## src/hw/rtl/ksw_pkg.sv

```systemverilog
`timescale 1ns / 1ps

package ksw_pkg;

    // window storage geometry
    localparam int WINDOW_DEPTH = 16;
    localparam int VALUE_WIDTH  = 32;
    localparam int IDX_W        = $clog2(WINDOW_DEPTH);
    localparam int CNT_W        = IDX_W + 1;

    // configuration register map
    localparam int K_WIDTH      = 4;
    localparam int APB_AW       = 3;
    localparam int APB_DW       = 32;
    localparam logic [K_WIDTH-1:0] K_RESET = K_WIDTH'(2);
    localparam logic REG_WINDOW_K = 1'b0;

    // input item
    typedef struct packed {
        logic signed [VALUE_WIDTH-1:0] value_in;
        logic                          is_final;
    } item_t;

    // result item
    typedef struct packed {
        logic signed [VALUE_WIDTH-1:0] value_out;
        logic                          is_last_out;
    } result_t;

endpackage

```

## src/hw/rtl/k_sorted_window_heap_sorter.sv

```systemverilog
`timescale 1ns / 1ps

// Sorts a stream in which every value lies at most window_k places from its
// sorted position. Values sit in a 16-entry synchronous window memory with
// one read port and one write port. Each accepted item is written into the
// window; when the window then holds more than window_k values (or is full)
// the smallest is found by reading the held entries one per cycle, emitted,
// and its slot refilled with the last held entry. On an item flagged
// is_final the whole window drains in ascending order, and the last result
// carries is_last_out. window_k (APB address 0, reset 2) may only be written
// while the block is idle.
module k_sorted_window_heap_sorter (
    input  logic                              clk,
    input  logic                              rst_n,
    // apb configuration port
    input  logic                              psel,
    input  logic                              penable,
    input  logic                              pwrite,
    input  logic [ksw_pkg::APB_AW-1:0]        paddr,
    input  logic [ksw_pkg::APB_DW-1:0]        pwdata,
    output logic [ksw_pkg::APB_DW-1:0]        prdata,
    output logic                              pready,
    // input items
    input  logic                              item_valid,
    output logic                              item_ready,
    input  ksw_pkg::item_t                    item,
    // result items
    output logic                              result_valid,
    input  logic                              result_ready,
    output ksw_pkg::result_t                  result
);

    localparam logic [1:0] ST_IDLE  = 2'd0;
    localparam logic [1:0] ST_CHECK = 2'd1;
    localparam logic [1:0] ST_SCAN  = 2'd2;
    localparam logic [1:0] ST_EMIT  = 2'd3;

    logic [1:0]                          state_reg, state_next;
    logic [ksw_pkg::CNT_W-1:0]           count_reg, count_next;
    logic [ksw_pkg::K_WIDTH-1:0]         k_reg, k_next;
    logic                                fin_reg, fin_next;
    logic [ksw_pkg::CNT_W-1:0]           rd_idx_reg, rd_idx_next;
    logic                                rd_pend_reg, rd_pend_next;
    logic [ksw_pkg::IDX_W-1:0]           rd_tag_reg, rd_tag_next;
    logic signed [ksw_pkg::VALUE_WIDTH-1:0] best_val_reg, best_val_next;
    logic [ksw_pkg::IDX_W-1:0]           best_idx_reg, best_idx_next;
    logic [ksw_pkg::VALUE_WIDTH-1:0]     last_val_reg, last_val_next;
    logic                                out_valid_reg, out_valid_next;
    ksw_pkg::result_t                    out_data_reg, out_data_next;

    // window memory
    logic [ksw_pkg::VALUE_WIDTH-1:0]     mem [ksw_pkg::WINDOW_DEPTH];
    logic [ksw_pkg::VALUE_WIDTH-1:0]     mem_rdata_reg;
    logic                                mem_re;
    logic [ksw_pkg::IDX_W-1:0]           mem_raddr;
    logic                                mem_we;
    logic [ksw_pkg::IDX_W-1:0]           mem_waddr;
    logic [ksw_pkg::VALUE_WIDTH-1:0]     mem_wdata;

    logic                                item_xfer;
    logic                                cfg_write;
    logic                                out_free;

    assign pready       = 1'b1;
    assign item_ready   = (state_reg == ST_IDLE);
    assign item_xfer    = item_valid && item_ready;
    assign result_valid = out_valid_reg;
    assign result       = out_data_reg;
    assign out_free     = !out_valid_reg || result_ready;
    assign cfg_write    = psel && penable && pwrite && pready;

    // register read
    always_comb
    begin
        if (paddr[2] == ksw_pkg::REG_WINDOW_K)
        begin
            prdata = ksw_pkg::APB_DW'(k_reg);
        end
        else
        begin
            prdata = '0;
        end
    end

    // memory ports
    always_ff @(posedge clk)
    begin
        if (mem_we)
        begin
            mem[mem_waddr] <= mem_wdata;
        end
        if (mem_re)
        begin
            mem_rdata_reg <= mem[mem_raddr];
        end
    end

    // sequencer: insert, scan for minimum, emit and refill
    always_comb
    begin
        state_next     = state_reg;
        count_next     = count_reg;
        k_next         = k_reg;
        fin_next       = fin_reg;
        rd_idx_next    = rd_idx_reg;
        rd_pend_next   = rd_pend_reg;
        rd_tag_next    = rd_tag_reg;
        best_val_next  = best_val_reg;
        best_idx_next  = best_idx_reg;
        last_val_next  = last_val_reg;
        out_valid_next = out_valid_reg;
        out_data_next  = out_data_reg;
        mem_re         = 1'b0;
        mem_raddr      = rd_idx_reg[ksw_pkg::IDX_W-1:0];
        mem_we         = 1'b0;
        mem_waddr      = count_reg[ksw_pkg::IDX_W-1:0];
        mem_wdata      = item.value_in;

        // configuration write
        if (cfg_write && paddr[2] == ksw_pkg::REG_WINDOW_K)
        begin
            k_next = pwdata[ksw_pkg::K_WIDTH-1:0];
        end

        // result transfer frees the output register
        if (out_valid_reg && result_ready)
        begin
            out_valid_next = 1'b0;
        end

        case (state_reg)
            ST_IDLE:
            begin
                // insert the new value at the end of the window
                if (item_xfer)
                begin
                    mem_we     = 1'b1;
                    count_next = count_reg + ksw_pkg::CNT_W'(1);
                    fin_next   = item.is_final;
                    state_next = ST_CHECK;
                end
            end
            ST_CHECK:
            begin
                rd_idx_next  = '0;
                rd_pend_next = 1'b0;
                if (fin_reg || count_reg > ksw_pkg::CNT_W'(k_reg)
                    || count_reg[ksw_pkg::CNT_W-1])
                begin
                    state_next = ST_SCAN;
                end
                else
                begin
                    state_next = ST_IDLE;
                end
            end
            ST_SCAN:
            begin
                // issue one read per cycle over the held entries
                if (rd_idx_reg < count_reg)
                begin
                    mem_re       = 1'b1;
                    rd_idx_next  = rd_idx_reg + ksw_pkg::CNT_W'(1);
                    rd_pend_next = 1'b1;
                    rd_tag_next  = rd_idx_reg[ksw_pkg::IDX_W-1:0];
                end
                else
                begin
                    rd_pend_next = 1'b0;
                end
                // compare returning data against the running minimum
                if (rd_pend_reg)
                begin
                    if (rd_tag_reg == '0
                        || $signed(mem_rdata_reg) < best_val_reg)
                    begin
                        best_val_next = $signed(mem_rdata_reg);
                        best_idx_next = rd_tag_reg;
                    end
                    if ({1'b0, rd_tag_reg} == count_reg - ksw_pkg::CNT_W'(1))
                    begin
                        last_val_next = mem_rdata_reg;
                        state_next    = ST_EMIT;
                    end
                end
            end
            ST_EMIT:
            begin
                // emit the minimum and move the last entry into its slot
                if (out_free)
                begin
                    out_valid_next            = 1'b1;
                    out_data_next.value_out   = best_val_reg;
                    out_data_next.is_last_out = fin_reg
                                                && count_reg == ksw_pkg::CNT_W'(1);
                    mem_we       = 1'b1;
                    mem_waddr    = best_idx_reg;
                    mem_wdata    = last_val_reg;
                    count_next   = count_reg - ksw_pkg::CNT_W'(1);
                    rd_idx_next  = '0;
                    rd_pend_next = 1'b0;
                    if (fin_reg && count_reg > ksw_pkg::CNT_W'(1))
                    begin
                        state_next = ST_SCAN;
                    end
                    else
                    begin
                        state_next = ST_IDLE;
                    end
                end
            end
            default:
            begin
                state_next = ST_IDLE;
            end
        endcase
    end

    // control registers
    always_ff @(posedge clk or negedge rst_n)
    begin
        if (!rst_n)
        begin
            state_reg     <= ST_IDLE;
            count_reg     <= '0;
            k_reg         <= ksw_pkg::K_RESET;
            fin_reg       <= 1'b0;
            rd_idx_reg    <= '0;
            rd_pend_reg   <= 1'b0;
            out_valid_reg <= 1'b0;
        end
        else
        begin
            state_reg     <= state_next;
            count_reg     <= count_next;
            k_reg         <= k_next;
            fin_reg       <= fin_next;
            rd_idx_reg    <= rd_idx_next;
            rd_pend_reg   <= rd_pend_next;
            out_valid_reg <= out_valid_next;
        end
    end

    // payload registers
    always_ff @(posedge clk)
    begin
        rd_tag_reg   <= rd_tag_next;
        best_val_reg <= best_val_next;
        best_idx_reg <= best_idx_next;
        last_val_reg <= last_val_next;
        out_data_reg <= out_data_next;
    end

endmodule
```

## config.mk

```make
export PLATFORM = sky130hd
export DESIGN_NAME = k_sorted_window_heap_sorter
export DESIGN_NICKNAME = d
export VERILOG_FILES = /design/src/hw/rtl/ksw_pkg.sv /design/src/hw/rtl/k_sorted_window_heap_sorter.sv
export SDC_FILE = /design/constraint.sdc
export NUM_CORES = 1
export LEC_CHECK = 0
export BUFFER_PORTS_ARGS = -buffer_cell sky130_fd_sc_hd__buf_4
export CAP_MARGIN = 5
export CORE_ASPECT_RATIO = 1.5
export CORE_MARGIN = 4
export CORE_UTILIZATION = 60
export CTS_BUF_LIST = sky130_fd_sc_hd__clkbuf_16
export CTS_CLUSTER_SIZE = 12
export DETAILED_ROUTE_END_ITERATION = 10
export PLACE_DENSITY = 0.78
export SLEW_MARGIN = 5
export SYNTH_ARGS = -nofsm -noshare
export SYNTH_HDL_FRONTEND = slang
export SYNTH_SLANG_ARGS = --single-unit
```

## constraint.sdc

```tcl
create_clock -name clk -period 5.3 [get_ports clk]
set_input_delay 0.265 -clock clk [delete_from_list [all_inputs] [get_ports clk]]
set_output_delay 0.265 -clock clk [all_outputs]
set_load 0.02 [all_outputs]
```

## Yosys cells after proc, flatten, opt, wreduce, memory -nomap -nowiden

Memories as Yosys holds them, arrays and structs flattened. A register that Yosys moved wholly into a read port is not among the register bits.
Cells that the tools add are included.

| storage, ports and cells | value |
|---|---|
| bits in registers | 124 |
| memory bits (writable) | 512 |
| bits of input ports | 75 |
| output and inout bits | 68 |
| word-level logic and storage cells | 87 |
| memories kept | 1 |

Memories:

| name | words | width | rd ports | clocked after Yosys merged registers in | write ports | line | RTL |
|---|---|---|---|---|---|---|---|
| mem | 16 | 32 | 1 | 1 | 1 | k_sorted_window_heap_sorter.sv:52 | `logic [ksw_pkg::VALUE_WIDTH-1:0] mem [ksw_pkg::WINDOW_DEPTH];` |

| operators by class | value |
|---|---|
| add/subtract/negate cells | 3 |
| magnitude comparators | 4 |
| eq/ne operators | 10 |
| mux-type cells | 30 |
| bitwise operators | 1 |
| reduce and logical (&&, ||, !) cells | 25 |

Operators with widths:

| operator | count |
|---|---|
| $mux 32 | 2 |
| $lt 32x32->1 | 1 |
| $mux 5 | 4 |
| $pmux 5 s3 | 1 |
| $mux 2 | 6 |
| $mux 4 | 3 |
| $reduce_and 3->1 | 4 |
| $add 5x1->5 const B | 2 |
| $mux 1 | 10 |
| $pmux 5 s2 | 1 |
| $ne 2x2->1 const B | 4 |
| $pmux 2 s4 | 1 |
| $reduce_and 2->1 | 4 |
| $logic_and 1x1->1 | 7 |
| $eq 4x5->1 | 1 |
| $eq 5x1->1 const B | 1 |
| $gt 5x1->1 const B | 1 |
| $gt 5x4->1 | 1 |
| $lt 5x5->1 | 1 |
| $sub 5x1->5 const B | 1 |
| $eq 2x2->1 const B | 2 |
| $logic_not 4->1 | 1 |
| $logic_or 1x1->1 | 4 |
| $reduce_and 4->1 | 1 |
| 9 further kinds | 9 |

## Logic depth before layout (Yosys ltp)

| depth | value |
|---|---|
| word-level depth | 6 |
| depth in mapped cells | 9 |
| mapped depth without buffers | 8 |

## Least setup slack after synthesis

Ideal clock, no wire load.

| timing path | value |
|---|---|
| path type | register to register |
| from | register mem_rdata_reg[23] in the netlist's numbering (read register of mem) |
| to | register best_idx_reg[0] in the netlist's numbering (enable) |
| library setup time | 0.484 ns |
| data arrival time | 4.259 ns |
| required time | 4.816 ns |
| slack | 0.557 ns |
| stages on the path, launching flop included | 8 |
| buffers on the path | 0 |
| clock period less this slack | 4.743 ns |
| cells stage by stage | edfxtp_1 > ha_1 > a41o_1 > a21oi_1 > nor3_1 > nor4b_1 > o311ai_0 > a211oi_1 |

| on the way | value |
|---|---|
| word-level cells in the longest chain between the ends | 3 |

Ends and longest elaborated chain:

| item | line | RTL |
|---|---|---|
| start: declaration | k_sorted_window_heap_sorter.sv:53 | `logic [ksw_pkg::VALUE_WIDTH-1:0] mem_rdata_reg;` |
| $lt 32x32->1 | k_sorted_window_heap_sorter.sv:175 | `\|\| $signed(mem_rdata_reg) < best_val_reg)` |
| $logic_or 1x1->1 | k_sorted_window_heap_sorter.sv:175 |  |
| $reduce_and 3->1 (no source line) | n/a |  |
| end signal: assignment | k_sorted_window_heap_sorter.sv:249 | `best_idx_reg <= best_idx_next;` |
| end: declaration | k_sorted_window_heap_sorter.sv:46 | `logic [ksw_pkg::IDX_W-1:0] best_idx_reg, best_idx_next;` |

No other way between the ends.
A chain may end at the register's enable or synchronous reset.

## Worst setup path in the final report

| timing path | value |
|---|---|
| from | register state_reg[0] |
| to | memory mem[14][16] in the netlist's numbering (enable) |

| on the way | value |
|---|---|
| word-level cells in the longest chain between the ends | 6 |
| elaborated cells on any way between the ends | 8 |
| classes of those cells | eq/ne: 1; mux: 5; reduce/logical: 2 |

Ends and longest elaborated chain:

| item | line | RTL |
|---|---|---|
| start: declaration | k_sorted_window_heap_sorter.sv:38 | `logic [1:0] state_reg, state_next;` |
| start signal: assignment | k_sorted_window_heap_sorter.sv:234 | `state_reg <= state_next;` |
| $logic_not 2->1 | k_sorted_window_heap_sorter.sv:65, k_sorted_window_heap_sorter.sv:131 |  |
| $logic_and 1x1->1 | k_sorted_window_heap_sorter.sv:66 | `assign item_xfer = item_valid && item_ready;` |
| $mux 1 | k_sorted_window_heap_sorter.sv:135 | `if (item_xfer)` |
| $pmux 1 s2 | k_sorted_window_heap_sorter.sv:131 | `case (state_reg)` |
| $mux 1 | k_sorted_window_heap_sorter.sv:88 | `if (mem_we)` |
| $mux 1 (not written as such) | k_sorted_window_heap_sorter.sv:90 | `mem[mem_waddr] <= mem_wdata;` |
| end: declaration | k_sorted_window_heap_sorter.sv:52 |  |

Several ways; a longest one is shown, not always the timed one.

==> metrics <==
status=finished, final reports clean; Final setup viols=0; Synth async-reset ratio=0.0284; hold_ws=0.0574 ns; RSZ-0062 raised after global routing=false; Setup Crit Path Kind=reg -> reg; share of layout cells above drive strength 1=0.265; Syn Area/Cell=20.5 um^2; Max Clock Freq=253 MHz; Reg area=20000 um^2; clk buf depth=3; Logic pwr share=0.189; antenna cells=0; Layout Utilization=0.683; most frequent cells in the layout=edfxtp_1, mux4_2, nand2_1, buf_4, clkbuf_16; setup TNS=0 ns; Max Clock Skew=0.0289 ns; GRT Resource Usage Total=0.254; Synth Register Bits=668; row cnt=93; first-pass GRT wire length=87.1 mm; chip width=179 um; num ports=143; predominant post-synthesis flop cell=edfxtp_1; Worst EP arrival=4.20 ns; worst vdd ir=0.409 mV; Final Critical Period=3.96 ns; Slew headroom=0.150; EDFF count, synth=649; main combinational cell family by area after synthesis=multiplexers; part of the cycle the worst path needs=0.747; most common cell after layout, fill and taps aside=edfxtp_1; simple-gate portion of the synthesized area=0.0318; Cell Int Power=9.88 mW; first-pass iteration count of the detailed router=7; final WL=58.3 mm; Core Region=43200 um^2; Startpoint Class=register; Psw=3.57 mW; Worst-path clk slew=0.06 ns; max reg flops=512; Syn Std Cell Area=26300 um^2; total power=13.4 mW; crit end category=register; vias=12800; Adder-Cell Fraction of Synth Area=0.0228; vias in the first global route=13400; max-cap viol count=0; Final #Nets=1539; fillers=2595; area of the multi-input gates=5890 um^2; leakage=9.79 nW; CTS sink cnt=668; Initial Util=0.609; register area share after synthesis=0.759; Clk pwr share=0.307; Die Area=47300 um^2; DR iter-0 viols=1185; compound-cell area share of the yosys netlist=0.0157; post-cts gate resize count=0; mux contribution to synthesized area=0.140; Post-Synth XOR/XNOR Area=0.00419; Least-Margin Pin Slew=1.24 ns; Seq pwr share=0.504; Min-Delay Path Class=in -> reg; worst-skew pair later-pin latency=0.59 ns; Final Hold Vio Count=0; setup bufs post-CTS=0; post-route ant nets=0; TritonCTS clock tree=done; GPL Wtd Cong=0.781; warnings from Yosys=0; power per cell area=456 nW/um^2; initial antenna violation count=0; H-tree depth=3; Pins Over Slew Limit=0; CTS root buffer=clkbuf_16; DP HPWL=30.5 mm; Layout area overhead=12.1%; number of library cell types mapped by synthesis=56; register name with the most flops=mem; required time at the worst-slack endpoint=5.54 ns; crit-path max FO=24; CTS Buf Count=66; total global routing overflow=0; Sw Share=0.265; DIE HEIGHT=264 um; Residual DRC=0; drt via density=6.38; IO Port Bufs=83; largest net degree at the start of global routing=102; DR WL/cell=29.1 um; Mapped Cells=1282
## path summary, 6_finish.rpt
path	startpoint	end	cells after the start	slack (ns)
setup / recovery	state_reg[0]	mem[14][16]	8	1.34
hold / removal	result_ready	result_valid	3	0.06
setup reg to reg	state_reg[0]	mem[14][16]	8	1.34
hold reg to reg	best_val_reg[17]	result[18]	0	0.44
max in group asynchronous	rst_n	k_reg[1]	2	4.90
min in group asynchronous	rst_n	rd_idx_reg[1]	2	0.11
## repair_timing
action,4_1_cts,5_1_grt
endpoints found under the setup margin,0,0
hold buffers,6,0
endpoints found under the hold margin,24,0
## cell families (layout without fill, tap and decap cells)
kind of cell | after synthesis | in the layout
xor+xnor | 11 | 11
flops | 668 | 668
compound gates | 64 | 64
buf+inv | 129 | 255
fa+ha+maj | 48 | 48
simple gates | 193 | 193
mux | 167 | 167
other cells | 2 | 29
## cell type report
class | count | area share
Timing Repair Buffer | 117 | 0.0307
Inverter | 51 | 0.00654
Sequential cell | 668 | 0.678
Clock buffer | 69 | 0.0586
Tap cell | 570 | 0.0242
Multi-Input combinational cell | 512 | 0.200
Clock inverter | 18 | 0.00267
## per-layer routing
metal	part of all wire	vias to the layer above	track usage	wire, um
met1	0.36	6624	0.345	20800
met4	0.030	0	0.0874	1740
met5	0	-	0	0
met2	0.53	727	0.426	30700
met3	0.086	114	0.0408	5040
li1	-	5335	-	-
## synthesized netlist by cell type, drive strengths merged (2+ instances only)
master / n / area share
dfrtp: 18 / 0.017
or3: 2 / 0.00067
clkbuf: 20 / 0.0029
conb: 2 / 0.00029
xor2: 3 / 0.0010
mux2i: 2 / 0.00076
nor2: 34 / 0.0049
nor4: 2 / 0.00048
buf: 58 / 0.016
o21ai: 9 / 0.0019
edfxtp: 649 / 0.74
o211ai: 6 / 0.0017
inv: 50 / 0.0071
mux2: 5 / 0.0021
nor2b: 2 / 0.00048
nand2b: 3 / 0.00071
a2111oi: 2 / 0.00067
ha: 48 / 0.023
nor3: 7 / 0.0015
a21oi: 24 / 0.0047
a211oi: 2 / 0.00057
o21a: 3 / 0.00086
nand4: 10 / 0.0024
nor3b: 3 / 0.00086
or4: 2 / 0.00057
xnor2: 7 / 0.0023
mux4: 160 / 0.14
a31oi: 5 / 0.0012
nand2: 116 / 0.017
nand3: 7 / 0.0013
a21o: 4 / 0.0011
## power groups by stage
stage / clock [mW] / sequential [mW] / combinational [mW]
2_1_floorplan: 0 / 6.77 / 1.88
5_1_grt: 4.41 / 6.81 / 2.75
6_report: 4.13 / 6.77 / 2.54
4_1_cts: 4.19 / 6.78 / 2.57
3_5_place_dp: 0 / 6.87 / 2.52
3_3_place_gp: 0 / 6.85 / 2.45
## worst max-delay path, cell delays in order, from the launching register on
cell	delay, ns
dfrtp_1	0.41
ha_1	0.33
nand2_2	0.12
clkinv_2	0.39
or3_1	0.51
a21oi_1	0.25
nand2_1	0.32
nor2_4	0.83
buf_4	0.42
## through the flow
| stage | std cells | setup WS (ns) | area (um^2) |
|---|---|---|---|
| after CTS | 2005 | 1.33 | 29500 |
| after global placement | 1912 | 1.51 | 27600 |
| after floorplan | 1309 | 0.557 | 26400 |
| final | 2005 | 1.34 | 29500 |
| after detailed placement | 1912 | 1.40 | 27600 |
| after global routing | 2005 | 1.19 | 29500 |
(Power assumes the default switching activity.)
